`src/design/lift_motor_limit_controller_assert.svh`:
```
// Assertion macros shared by the lift motor limit controller modules.
// Depends on nothing; included by the modules that check their own logic.
`ifndef LIFT_MOTOR_LIMIT_CONTROLLER_ASSERT_SVH
`define LIFT_MOTOR_LIMIT_CONTROLLER_ASSERT_SVH

// Condition that must hold at every clock edge outside reset.
`define LMLC_ASSERT(lbl, clk, rst, expr, msg) \
  lbl: assert property (@(posedge clk) disable iff (rst) (expr)) else $error(msg);

// Antecedent at one edge implies consequent at the next edge.
`define LMLC_ASSERT_NEXT(lbl, clk, rst, ante, cons, msg) \
  lbl: assert property (@(posedge clk) disable iff (rst) (ante) |=> (cons)) else $error(msg);

`endif

```
`src/design/lmlc_pkg.sv`:
```
// Shared types and constants of the lift motor limit controller.
// Depends on nothing; used by every module of the block.
package lmlc_pkg;

  localparam int COUNT_WIDTH_DEFAULT = 16;
  localparam int CFG_WIDTH           = 16;
  localparam int CFG_INDEX_WIDTH     = 2;

  localparam logic [CFG_INDEX_WIDTH-1:0] REG_RUN_TIMEOUT    = 2'd0;
  localparam logic [CFG_INDEX_WIDTH-1:0] REG_LOCKOUT_START  = 2'd1;
  localparam logic [CFG_INDEX_WIDTH-1:0] REG_LOCKOUT_STOP   = 2'd2;

  localparam logic [CFG_WIDTH-1:0] RUN_TIMEOUT_RESET   = 16'd4000;
  localparam logic [CFG_WIDTH-1:0] LOCKOUT_START_RESET = 16'd400;
  localparam logic [CFG_WIDTH-1:0] LOCKOUT_STOP_RESET  = 16'd1000;

  typedef enum logic [2:0] {
    MODE_OFF  = 3'b001,
    MODE_UP   = 3'b010,
    MODE_DOWN = 3'b100
  } mode_t;

  typedef struct packed {
    logic top_first;
    logic bottom_first;
    logic button_first;
    logic top_second;
    logic bottom_second;
    logic button_second;
    logic bottom_now;
  } in_item_t;

  typedef struct packed {
    logic up_drive_n;
    logic down_drive_n;
    logic led_level;
  } out_item_t;

  typedef struct packed {
    logic [CFG_WIDTH-1:0] run_timeout_ticks;
    logic [CFG_WIDTH-1:0] lockout_after_start;
    logic [CFG_WIDTH-1:0] lockout_after_stop;
  } cfg_t;

endpackage

```
`src/design/lmlc_cfg_regs.sv`:
```
// Configuration register file of the lift motor limit controller.
// Depends on lmlc_pkg.
module lmlc_cfg_regs (
  input  logic                                 clk,
  input  logic                                 rst,
  input  logic                                 cfg_write,
  input  logic [lmlc_pkg::CFG_INDEX_WIDTH-1:0] cfg_index,
  input  logic [lmlc_pkg::CFG_WIDTH-1:0]       cfg_data,
  output lmlc_pkg::cfg_t                       cfg
);

  always_ff @(posedge clk) begin
    if (rst) begin
      cfg.run_timeout_ticks   <= lmlc_pkg::RUN_TIMEOUT_RESET;
      cfg.lockout_after_start <= lmlc_pkg::LOCKOUT_START_RESET;
      cfg.lockout_after_stop  <= lmlc_pkg::LOCKOUT_STOP_RESET;
    end else if (cfg_write) begin
      case (cfg_index)
        lmlc_pkg::REG_RUN_TIMEOUT:   cfg.run_timeout_ticks   <= cfg_data;
        lmlc_pkg::REG_LOCKOUT_START: cfg.lockout_after_start <= cfg_data;
        lmlc_pkg::REG_LOCKOUT_STOP:  cfg.lockout_after_stop  <= cfg_data;
        default: ;  // unmapped index: write dropped
      endcase
    end
  end

endmodule

```
`src/design/lmlc_core.sv`:
```
// Motor state registers and the per-tick update of the lift controller.
// Depends on lmlc_pkg and the assertion macro header.
`include "lift_motor_limit_controller_assert.svh"

module lmlc_core #(
  parameter int COUNT_WIDTH = lmlc_pkg::COUNT_WIDTH_DEFAULT
) (
  input  logic               clk,
  input  logic               rst,
  input  logic               step_en,
  input  lmlc_pkg::in_item_t item,
  input  lmlc_pkg::cfg_t     cfg,
  output lmlc_pkg::out_item_t result
);

  localparam int CMP_W = (COUNT_WIDTH > lmlc_pkg::CFG_WIDTH) ? COUNT_WIDTH
                                                             : lmlc_pkg::CFG_WIDTH;

  lmlc_pkg::mode_t        mode, mode_next;
  logic [COUNT_WIDTH-1:0] run_ticks, run_ticks_next;
  logic [COUNT_WIDTH-1:0] lockout, lockout_next;
  logic                   led_on, led_on_next;

  logic top_hit, bottom_hit, button_hit;
  logic start_fire;
  logic [COUNT_WIDTH-1:0] stop_load, start_load;

  assign top_hit    = !item.top_first    && !item.top_second;
  assign bottom_hit = !item.bottom_first && !item.bottom_second;
  assign button_hit = !item.button_first && !item.button_second;
  assign stop_load  = COUNT_WIDTH'(cfg.lockout_after_stop);
  assign start_load = COUNT_WIDTH'(cfg.lockout_after_start);

  always_comb begin
    mode_next      = mode;
    run_ticks_next = run_ticks;
    lockout_next   = lockout;
    led_on_next    = led_on;
    start_fire     = 1'b0;

    // limit in direction of travel
    if ((mode_next == lmlc_pkg::MODE_UP && top_hit) ||
        (mode_next == lmlc_pkg::MODE_DOWN && bottom_hit)) begin
      mode_next    = lmlc_pkg::MODE_OFF;
      lockout_next = stop_load;
      led_on_next  = 1'b1;
    end

    // run timeout, compared before increment
    if (mode_next == lmlc_pkg::MODE_UP || mode_next == lmlc_pkg::MODE_DOWN) begin
      run_ticks_next = run_ticks + 1'b1;
      if (CMP_W'(run_ticks) > CMP_W'(cfg.run_timeout_ticks)) begin
        mode_next    = lmlc_pkg::MODE_OFF;
        lockout_next = stop_load;
        led_on_next  = 1'b1;
      end
    end

    if (lockout_next != '0) begin
      lockout_next = lockout_next - 1'b1;
    end

    // button toggles once lockout expired
    if (lockout_next == '0 && button_hit) begin
      led_on_next = 1'b1;
      if (mode_next == lmlc_pkg::MODE_UP || mode_next == lmlc_pkg::MODE_DOWN) begin
        mode_next    = lmlc_pkg::MODE_OFF;
        lockout_next = stop_load;
      end else begin
        start_fire     = 1'b1;
        mode_next      = item.bottom_now ? lmlc_pkg::MODE_DOWN : lmlc_pkg::MODE_UP;
        run_ticks_next = '0;
        lockout_next   = start_load;
      end
    end
  end

  always_ff @(posedge clk) begin
    if (rst) begin
      mode      <= lmlc_pkg::MODE_OFF;
      run_ticks <= '0;
      lockout   <= '0;
      led_on    <= 1'b0;
    end else if (step_en) begin
      mode      <= mode_next;
      run_ticks <= run_ticks_next;
      lockout   <= lockout_next;
      led_on    <= led_on_next;
    end
  end

  always_comb begin
    result.up_drive_n   = 1'b1;
    result.down_drive_n = 1'b1;
    case (mode_next)
      lmlc_pkg::MODE_UP:   result.up_drive_n   = 1'b0;
      lmlc_pkg::MODE_DOWN: result.down_drive_n = 1'b0;
      default: ;
    endcase
    result.led_level = led_on_next;
  end

  `LMLC_ASSERT_NEXT(a_led_sticky, clk, rst, led_on, led_on, "LED cleared after being set")
  `LMLC_ASSERT_NEXT(a_hold_when_idle, clk, rst, !step_en,
                    $stable(mode) && $stable(run_ticks) && $stable(lockout),
                    "state changed without a tick")
  `LMLC_ASSERT_NEXT(a_start_clears_run, clk, rst, step_en && start_fire,
                    run_ticks == '0 && lockout == start_load,
                    "start did not clear run count or load lockout")

endmodule

```
`src/design/lift_motor_limit_controller.sv`:
```
// Top level of the lift motor limit controller: input and result registers
// around the per-tick update. Depends on lmlc_pkg, lmlc_cfg_regs, lmlc_core.
//
// Use:
// - Input channel (in_valid/in_stall/in_data) carries one tick: two samples
//   of the top, bottom and start switches plus the bottom level read at the
//   start decision. All switches are active low.
// - Output channel (out_valid/out_stall/out_data) returns one transaction per
//   tick: up and down motor pin levels (active low) and the LED level.
// - An accepted tick waits in the input register, then the state update lands
//   in the result register.
// - Throughput is one tick per clock while out_stall is low; the state update
//   is a single pass of short logic between the input and result registers.
// - When the receiver stalls, the result register holds; the input register
//   still takes one more transaction if empty, then in_stall rises until the
//   result is taken.
// - Configuration writes (cfg_write/cfg_index/cfg_data) land in the next cycle;
//   write only while no transaction is in flight. Unmapped indexes drop.
// - Synchronous reset clears the motor to off, the counters and the LED,
//   restores register defaults and empties both pipeline registers.
`include "lift_motor_limit_controller_assert.svh"

module lift_motor_limit_controller #(
  parameter int COUNT_WIDTH = lmlc_pkg::COUNT_WIDTH_DEFAULT
) (
  input  logic                                 clk,
  input  logic                                 rst,
  input  logic                                 in_valid,
  output logic                                 in_stall,
  input  lmlc_pkg::in_item_t                   in_data,
  output logic                                 out_valid,
  input  logic                                 out_stall,
  output lmlc_pkg::out_item_t                  out_data,
  input  logic                                 cfg_write,
  input  logic [lmlc_pkg::CFG_INDEX_WIDTH-1:0] cfg_index,
  input  logic [lmlc_pkg::CFG_WIDTH-1:0]       cfg_data
);

  lmlc_pkg::cfg_t      cfg;
  lmlc_pkg::in_item_t  item;
  logic                item_valid;
  lmlc_pkg::out_item_t result;
  logic                advance;
  logic                step_en;

  // result register frees up when empty or being taken this cycle
  assign advance  = !out_valid || !out_stall;
  assign step_en  = item_valid && advance;
  assign in_stall = item_valid && !advance;

  lmlc_cfg_regs u_cfg (
    .clk       (clk),
    .rst       (rst),
    .cfg_write (cfg_write),
    .cfg_index (cfg_index),
    .cfg_data  (cfg_data),
    .cfg       (cfg)
  );

  // input register
  always_ff @(posedge clk) begin
    if (rst) begin
      item_valid <= 1'b0;
    end else if (!in_stall) begin
      item_valid <= in_valid;
    end
  end

  always_ff @(posedge clk) begin
    if (!in_stall && in_valid) begin
      item <= in_data;
    end
  end

  lmlc_core #(
    .COUNT_WIDTH (COUNT_WIDTH)
  ) u_core (
    .clk     (clk),
    .rst     (rst),
    .step_en (step_en),
    .item    (item),
    .cfg     (cfg),
    .result  (result)
  );

  // result register
  always_ff @(posedge clk) begin
    if (rst) begin
      out_valid <= 1'b0;
    end else if (advance) begin
      out_valid <= item_valid;
    end
  end

  always_ff @(posedge clk) begin
    if (step_en) begin
      out_data <= result;
    end
  end

  // backpressure only ever comes from a held result
  `LMLC_ASSERT(a_stall_source, clk, rst, !in_stall || (out_valid && out_stall),
               "input stalled without a held result")

endmodule
```
`config.mk`:
```
export PLATFORM = sky130hd
export DESIGN_NAME = lift_motor_limit_controller
export DESIGN_NICKNAME = d
export VERILOG_FILES = /design/src/design/lmlc_pkg.sv /design/src/design/lmlc_cfg_regs.sv /design/src/design/lmlc_core.sv /design/src/design/lift_motor_limit_controller.sv
export VERILOG_INCLUDE_DIRS = /design/src /design/src/design
export SDC_FILE = /design/constraint.sdc
export NUM_CORES = 1
export LEC_CHECK = 0
export ABC_AREA = 1
export BUFFER_PORTS_ARGS = -buffer_cell sky130_fd_sc_hd__buf_2
export CORE_ASPECT_RATIO = 0.9
export CORE_MARGIN = 10
export CORE_UTILIZATION = 45
export CTS_CLUSTER_SIZE = 16
export DETAILED_ROUTE_END_ITERATION = 10
export PLACE_DENSITY = 0.71
export SLEW_MARGIN = 20
export SYNTH_ARGS = -nofsm -noshare
export SYNTH_HDL_FRONTEND = slang
export SYNTH_HIERARCHICAL = 1
export SYNTH_SLANG_ARGS = --single-unit
```
`constraint.sdc`:
```
create_clock -name clk -period 3.7 [get_ports clk]
set_clock_uncertainty 0.05 [all_clocks]
set_input_delay 0.185 -clock clk [delete_from_list [all_inputs] [get_ports clk]]
set_output_delay 0.185 -clock clk [all_outputs]
set_load 0.03 [all_outputs]
```
* Yosys cells after proc, flatten, opt, wreduce, memory -nomap -nowiden
Index checks and enable logic that the tools add are counted.
** Storage, ports and cells
- Logic and storage cells :: 82
- Bits in latches :: 0
- Memories kept :: 0
- Bits of input ports :: 30
- Memory bits (writable) :: 0
- Bits in registers :: 96
- Memory bits (read-only) :: 0
- Output and inout bits :: 5
** Cells by class
- Divide/modulo/power cells :: 0
- Bitwise operators :: 0
- Add/subtract/negate cells :: 2
- Multiply operators :: 0
- Eq/ne operators :: 10
- Multiplexer cells :: 21
- Reductions and logical operators :: 29
- Shift operators :: 0
- $lt $le $gt $ge :: 1
** Operator list (number)
- two-way mux 16 bit :: 9
- two-way mux 3 bit :: 6
- adder 16 x 1 -> 16 bit, second input constant :: 1
- greater-than comparator 16 bit :: 1
- logical NOT 16 bit :: 1
- nonzero test 16 bit :: 1
- subtractor 16 x 1 -> 16 bit, second input constant :: 1
- equality test 3 x 2 -> 1 bit, second input constant :: 4
- equality test 3 bit, second input constant :: 4
- logical NOT 1 bit :: 10
- logical AND 1 bit :: 9
- two-way mux 1 bit :: 6
- AND reduction 2 bit :: 3
- logical OR 1 bit :: 4
- equality test 2 x 1 -> 1 bit, second input constant :: 1
- equality test 2 bit, second input constant :: 1
- logical NOT 2 bit :: 1

* Depth between registers and ports, before layout
Gate-level depths: netlist (run 1).
- Depth in word-level cells :: 15
- Mapped depth :: 32

* By module
The synthesis (run 1) kept the hierarchy.
** Modules (own cells, without submodules)
- lmlc_core :: seq. area each 720.7 um^2, area each 4027.6 um^2, instances 1, cells an instance 699
- lmlc_cfg_regs :: seq. area each 960.9 um^2, area each 1950.6 um^2, instances 1, cells an instance 284
- lift_motor_limit_controller :: seq. area each 340.3 um^2, area each 391.6 um^2, instances 1, cells an instance 22

* Worst setup path after synthesis (run 1)
OpenSTA, ideal clock, no wires.
- Path kind :: flip-flop to flip-flop
- Start :: register, netlist name u_cfg/cfg[39]
- End :: register out_data[0] in the netlist's numbering, data pin
- Cell stages (with the launch flop) :: 28
- Library setup time :: 0.251 ns
- Arrival :: 3.187 ns
- Setup slack :: 0.212 ns
- Buffers on the path :: 3
- Clock period less this slack :: 3.488 ns
- Cells stage by stage :: dfxtp_1 > inv_1 > ha_1 > a21o_1 > nor2_1 > nand2_1 > nand2_1 > nand2_1 > nand2_4 > buf_2 > nand3_1 > nand2_2 > ha_1 > nand3_2 > inv_1 > nand2_1 > nor2_1 > nand2_1 > nand2_1 > nor2_2 > nand3_1 > nor2_2 > buf_4 > nand2_1 > nand3_1 > nor2_1 > inv_1 > buf_4
** Between the ends
- Word-level cells in the longest chain between the ends :: 8
- Elaborated cells between the ends (all ways) :: 11
- Those cells by class :: add/sub: 1; order compare: 1; mux: 6; reduce/logical: 3
** RTL lines
- greater-than comparator 16 bit (*) :: line lmlc_core.sv:52 : if (CMP_W'(run_ticks) > CMP_W'(cfg.run_timeout_ticks)) begin
- two-way mux 16 bit :: line lmlc_core.sv:52
- two-way mux 16 bit :: line lmlc_core.sv:50 : if (mode_next == lmlc_pkg::MODE_UP || mode_next == lmlc_pkg::MODE_DOWN) begin
- subtractor 16 x 1 -> 16 bit or nonzero test 16 bit (tied branches) :: line lmlc_core.sv:60, lmlc_core.sv:59
- two-way mux 16 bit :: line lmlc_core.sv:59 : if (lockout_next != '0) begin
- logical NOT 16 bit :: line lmlc_core.sv:64 : if (lockout_next == '0 && button_hit) begin
- logical AND 1 bit :: line lmlc_core.sv:64
- two-way mux 1 bit (*) :: line lmlc_core.sv:64
- net u_core.led_on_next :: line lmlc_core.sv:22 : logic led_on, led_on_next;
- end signal: assignment :: line lift_motor_limit_controller.sv:97 : out_data <= result;
- end: declaration :: line lift_motor_limit_controller.sv:33 : output lmlc_pkg::out_item_t out_data,
The timed path passes the listed nets; every way through them passes the cells marked *.
A chain may end at the register's enable or synchronous reset.

==> results of run 1 <==
[metal layers]
layer | wire length [um] | GRT usage
met1 | 8830 | 0.256
met2 | 8340 | 0.276
met5 | 0 | 0
met3 | 1700 | 0.0433
met4 | 365 | 0.0483
[worst max path at each step]
stage,start,to,slack (ns)
2_1_floorplan,u_cfg/cfg[39],out_data[0],0.21
3_3_place_gp,u_cfg/cfg[47],out_data[0],-0.12
3_5_place_dp,u_cfg/cfg[38],out_data[0],-0.11
4_1_cts,u_cfg/cfg[47],out_data[0],0.02
5_1_grt,u_cfg/cfg[44],out_data[1],-0.08
6_report,u_cfg/cfg[44],out_data[1],0.15
[state kept, by name (all words and copies together) (netlist names)]
name              flops
item                  7
u_core/mode           3
u_cfg/cfg            48
u_core/led_on         1
out_valid             1
item_valid            1
u_core/lockout       16
u_core/run_ticks     16
out_data              3
[power breakdown]
| group | switching [uW] | leakage, uW | internal, uW |
|---|---|---|---|
| Sequential | 36.0 | 0.000801 | 1100 |
| Clock | 438 | 0.000139 | 463 |
| Combinational | 542 | 0.00294 | 302 |
[stage by stage]
step                      hold WS, ns  setup WS, ns   util  area (um^2)
after detailed placement        0.314        -0.109  0.485         6760
final                          0.0341         0.147  0.565         7880
after global placement          0.311        -0.117  0.485         6760
after CTS                      0.0222        0.0180  0.511         7130
after floorplan                 0.197         0.212      -         6370
after global routing           0.0401       -0.0813  0.565         7880
[synth_stat cells, types with 2 or more instances]
cell type and n:
nand4_1 43, nand2_2 21, nor2_2 9, nand2_1 272, clkbuf_1 14, nor2_4 4
dfxtp_1 86, o21ai_0 8, xnor2_1 2, ha_1 18, buf_1 3, edfxtp_1 10
nor3_1 3, buf_4 7, a21oi_2 2, nand3_2 8, buf_6 9, xor2_1 16
a21oi_1 48, inv_1 142, inv_2 12, buf_2 13, nand3_1 107, nor2_1 132
[worst register-to-register path, cell delays in order, from the launching register on]
cell	delay [ns]
dfxtp_1	0.33
inv_1	0.05
ha_1	0.29
nand2_1	0.08
nor2_2	0.06
buf_4	0.13
a21oi_2	0.14
nand2_2	0.11
nand2_8	0.13
nand2_8	0.09
buf_8	0.16
nand2_1	0.05
nand2_1	0.09
nor2_2	0.20
nand2_4	0.10
nor2_4	0.17
nand3_4	0.14
nand2_2	0.09
inv_1	0.06
nor2_1	0.14
nand2_1	0.08
nor2_1	0.10
nand4_1	0.11
nand2_1	0.13
nand2_2	0.06
nor2_2	0.10
nand2_1	0.06
[what timing repair did]
item / 4_1_cts / 5_1_grt
setup buffers: 0 / 17
resized for setup: 5 / 124
pin swaps: 0 / 47
endpoints found under the setup margin: 21 / 39
hold endpoints to repair: 7 / 0
gates cloned: 0 / 7
hold buffers: 7 / 0
[layout make-up]
class / instances / area (um^2)
flip-flops and latches: 96 / 2040
well taps: 193 / 241
clock inverters: 6 / 48.8
repair buffers: 92 / 795
clock buffers: 9 / 225
multi-input cells: 711 / 3950
inverters: 155 / 582
fillers: 1343 / 6070
[layout by cell type (no fill, tap or decap), types with 18 or more instances in the layout]
master   instances
dfxtp_1         70
buf_4           37
nor2_4          18
nand3_1        103
nand2_2         52
inv_1          138
nand2_1        236
buf_2           34
nand4_1         43
a21oi_1         42
nor2_1         114
[cell families (layout without fill, tap and decap cells)]
kind of cell    after synthesis  count (layout)  synth area share
compound gates               63              63            0.0524
buf+inv                     201             262             0.136
fa+ha+maj                    18              18            0.0354
xor+xnor                     18              18            0.0247
simple gates                608             611             0.433
mux                           1               1           0.00157
flops                        96              96             0.317
==> impl_metrics.toml, run 1 <==
[job]
drv_cap = 0

[pwr]
vdd_drop_max_mv = 0.275
p_leak_uw = 0.00388
total_power_uw = 2880
powerDensity_mw_per_mm2 = 366

[logic_synthesis]
syn_nets = 1053
yosys_warnings = 6
seq_area_frac_synth = 0.317
synth_edf_count = 10
syn_inst = 1005
synthDominantCellAreaShare = 0.270
ys_types = 40
synth.top_cells.by_area = "dfxtp_1, nand2_1, nand3_1"
async_reset_ff_frac = 0
syn_avg_cell_area_um2 = 6.34
synthFlopType = "dfxtp_1"
ys_ff_latch = 96
yosysTopAreaCell = "dfxtp_1"
synthesis.area_mm2 = 0.00637

[routing]
drt-initial-drc-count = 573
first_pass_iters = 6
vias_per_cell = 5.29
routed_wl_um = 19200
routed-via-count = 6671
antenna_left = 0
drc = 0
post_drt_wl_per_cell_um = 15.2

[layout]
syn_to_final_growth_pct = 23.8
nets = 1113
finalNonFillerCells = 1262
drive_gt1_frac = 0.240
num_antenna_cells = 0

[setup_path]
cpMaxStageDelayCell = "dfxtp_1"
worstReg2RegStart = "u_cfg/cfg[44]"
reg2reg_to = "out_data[1]"
r2r_slack_ns = 0.15
crit_top_cell = "nand2_1"
ff2ff_path_depth = 26
crit_arrival_ns = 3.61
critPathRequiredTime_ns = 3.76
slowest_delay_ns = 0.33
crit_buf_inv = 4
cp_num_cells = 26
path_delay_family = "simple AND/OR/NAND/NOR gates"
cp_max_fo = 6
critPathKind = "register to register"
startpoint_type = "register"
cp-end-kind = "register"

[place]
place_congestion = 1.01
port_buffers = 34
hpwl_um = 13200
placed_cells = 1216

[status]
outcome = "finished clean"

[sta]
fin_crit_ns = 3.55
tns_ns = 0
fmax_mhz = 281
fin_crit_sh = 0.960
slew_headroom = 0.281
final-setup-viol-count = 0
final_hold_viol_count = 0
final_max_slew_viol_count = 0
tightest_slew_ns = 1.08

[hold_path]
hold_path.class = "input port to register"
hp-start = "cfg_data[12]"
whs_path_depth = 3
hold_path_end = "u_cfg/cfg[28]"

[grt]
grt_pass1_vias = 5809
grt_pass1_wl_um = 29400
grt_antenna_before_repair = 0
grt_usage = 0.183
grt_max_degree = 38
grt_remaining_overflow = 0

[clock_network]
insertion_delay_ns = 0.36
htree_levels = 3
cts.path.max_buffers = 2
cts.clk_slew.worst_paths_ns = 0.07
cts_tree = "yes"
tritoncts_num_sinks = 96
numCtsBuffers = 9
cts_root_buf = "clkbuf_16"

[die]
die_width_um = 145
initial_core_util = 0.457
core_mm2 = 0.0140
die_h_um = 133
placementRows = 41
die_area_mm2 = 0.0193
pin_count = 35
No activity file was read; power rests on OpenSTA's default activity.
==> inputs of run 2 (changes only) <==
CORE_UTILIZATION = 40   (was 45)
PLACE_DENSITY = 0.65   (was 0.71)
==> run 2 against run 1 <==
  * Non-clock buffer count grew 5
  * Core utilization shrank 5.1 points
  * Sequential share of layout area shrank 0.19 points
  * Critical endpoint is now out_data[2]
  * Largest power group unchanged
==> impl_metrics.toml, run 2 (synthesized netlist as in run 1, its figures left out) <==
[setup_path]
cp-end-kind = "register"
worstReg2RegStart = "u_cfg/cfg[36]"
crit_arrival_ns = 3.72
ff2ff_path_depth = 27
startpoint_type = "register"
reg2reg_to = "out_data[2]"
critPathKind = "register to register"
cp_max_fo = 7
crit_start = "u_cfg/cfg[36]"
critPathRequiredTime_ns = 3.77
r2r_slack_ns = 0.04
crit_end = "out_data[2]"

[sta]
whs_ns = 0.0258
fin_ws_ns = 0.0426
tightest_slew_ns = 0.821
fin_crit_sh = 0.988
final_hold_viol_count = 0
final_max_slew_viol_count = 0
slew_headroom = 0.452
fin_crit_ns = 3.66
fmax_mhz = 273
final-setup-viol-count = 0

[clock_network]
cts_tree = "yes"
cts.path.max_buffers = 2
cts_root_buf = "clkbuf_16"
numCtsBuffers = 9
cts.clk_slew.worst_paths_ns = 0.08
tritoncts_num_sinks = 96
htree_levels = 3
insertion_delay_ns = 0.36

[layout]
largest_register_ffs = 48
final_cell_mix = "nand2_1, inv_1, nor2_1"
largest-register = "u_cfg/cfg"
layout_commonest_cell = "nand2_1"
num_antenna_cells = 0
drive_gt1_frac = 0.258
nets = 1119
syn_to_final_growth_pct = 24.9
reg_top3 = "u_cfg/cfg (48), u_core/lockout (16), u_core/run_ticks (16)"

[pwr]
p_leak_uw = 0.00391
p_int_uw = 1940
p_sw_uw = 1040
combPwrFrac = 0.279
clockPowerShare = 0.338
total_power_uw = 2980
vdd_drop_max_mv = 0.289
p_sw_frac = 0.348
powerDensity_mw_per_mm2 = 374
seqPwrFrac = 0.383

[routing]
routed_wl_um = 19100
drt-initial-drc-count = 708
post_drt_wl_per_cell_um = 15.0
antenna_left = 0
drc = 0
routed-via-count = 6506
first_pass_iters = 5
vias_per_cell = 5.09

[grt]
grt_pass1_vias = 5638
grt_remaining_overflow = 0
grt_pass1_wl_um = 28800
grt_max_degree = 38
grt_usage = 0.161
grt_antenna_before_repair = 0

[job]
drv_cap = 0

[die]
die_width_um = 153
placementRows = 43
core_mm2 = 0.0155
initial_core_util = 0.411
die_h_um = 140
pin_count = 35
die_area_mm2 = 0.0214

[place]
port_buffers = 34
pre_cts_ws_ns = -0.196
place_congestion = 0.976
hpwl_um = 13100

[hold_path]
hold_path.class = "input port to register"
hp-start = "cfg_data[4]"

[status]
outcome = "finished clean"
==> run 2: how the worst min path moves through the flow <==
stage,depth (start not counted),end
global route,3,u_cfg/cfg[23]
CTS,3,u_cfg/cfg[20]
floorplan,1,item_valid
global placement,1,item[5]
finish,3,u_cfg/cfg[20]
detailed placement,1,item[6]
==> run 2: what timing repair did <==
item | in CTS | in global routing
buffers inserted | 0 | 23
pin swaps | 0 | 52
resized for setup | 8 | 137
endpoints found under the hold margin | 7 | 0
hold buffers | 7 | 0
cloned | 1 | 7
setup endpoints to repair | 26 | 39
==> run 2: layout make-up <==
| class | count | area (um^2) |
|---|---|---|
| Sequential cell | 96 | 2050 |
| Multi-Input combinational cell | 712 | 4000 |
| Tap cell | 202 | 253 |
| Clock inverter | 7 | 93.8 |
| Clock buffer | 9 | 225 |
| Inverter | 155 | 582 |
| Fill cell | 1512 | 7540 |
| Timing Repair Buffer | 97 | 756 |
==> run 2: metal layers <==
metal	global-route usage	part of all wire
met5	0	0
met4	0.0391	0.018
met3	0.0416	0.085
met2	0.221	0.42
met1	0.240	0.48
==> run 2: power groups by stage <==
stage / combinational [uW] / clock, uW / sequential, uW
floorplan: 466 / 0 / 1150
global placement: 632 / 0 / 1160
detailed placement: 629 / 0 / 1160
CTS: 653 / 1030 / 1140
global route: 906 / 1080 / 1150
finish: 831 / 1010 / 1140
==> run 2: critical path, cell delays in order, from the launching register on <==
cell and delay, ns:
dfxtp_2 0.34, inv_2 0.05, ha_4 0.28, nand2_4 0.05, nor2_4 0.10, nand4_1 0.13
nor2_2 0.14, nor2_2 0.06, buf_6 0.13, nand2_8 0.08, nand2_8 0.07, clkbuf_16 0.18
nand2_1 0.07, nand2_2 0.08, nor2_4 0.14, nand2_4 0.09, nor2_4 0.18, buf_6 0.12
nand3_1 0.08, nand2_1 0.08, nand2_1 0.06, nor2_2 0.14, nand3_2 0.15, nor3_4 0.22
buf_12 0.14, nor2_2 0.04, nor2_1 0.08, nand2_1 0.06
==> run 2: per-stage QoR <==
step / TNS (ns) / util / cell area, um^2 / instances
3_3_place_gp: -3.28 / 0.436 / 6750 / 1224
6_report: 0 / 0.514 / 7960 / 1278
2_1_floorplan: 0 / - / 6370 / 1005
5_1_grt: -1.06 / 0.514 / 7960 / 1278
3_5_place_dp: -2.94 / 0.436 / 6750 / 1224
4_1_cts: 0 / 0.464 / 7190 / 1248
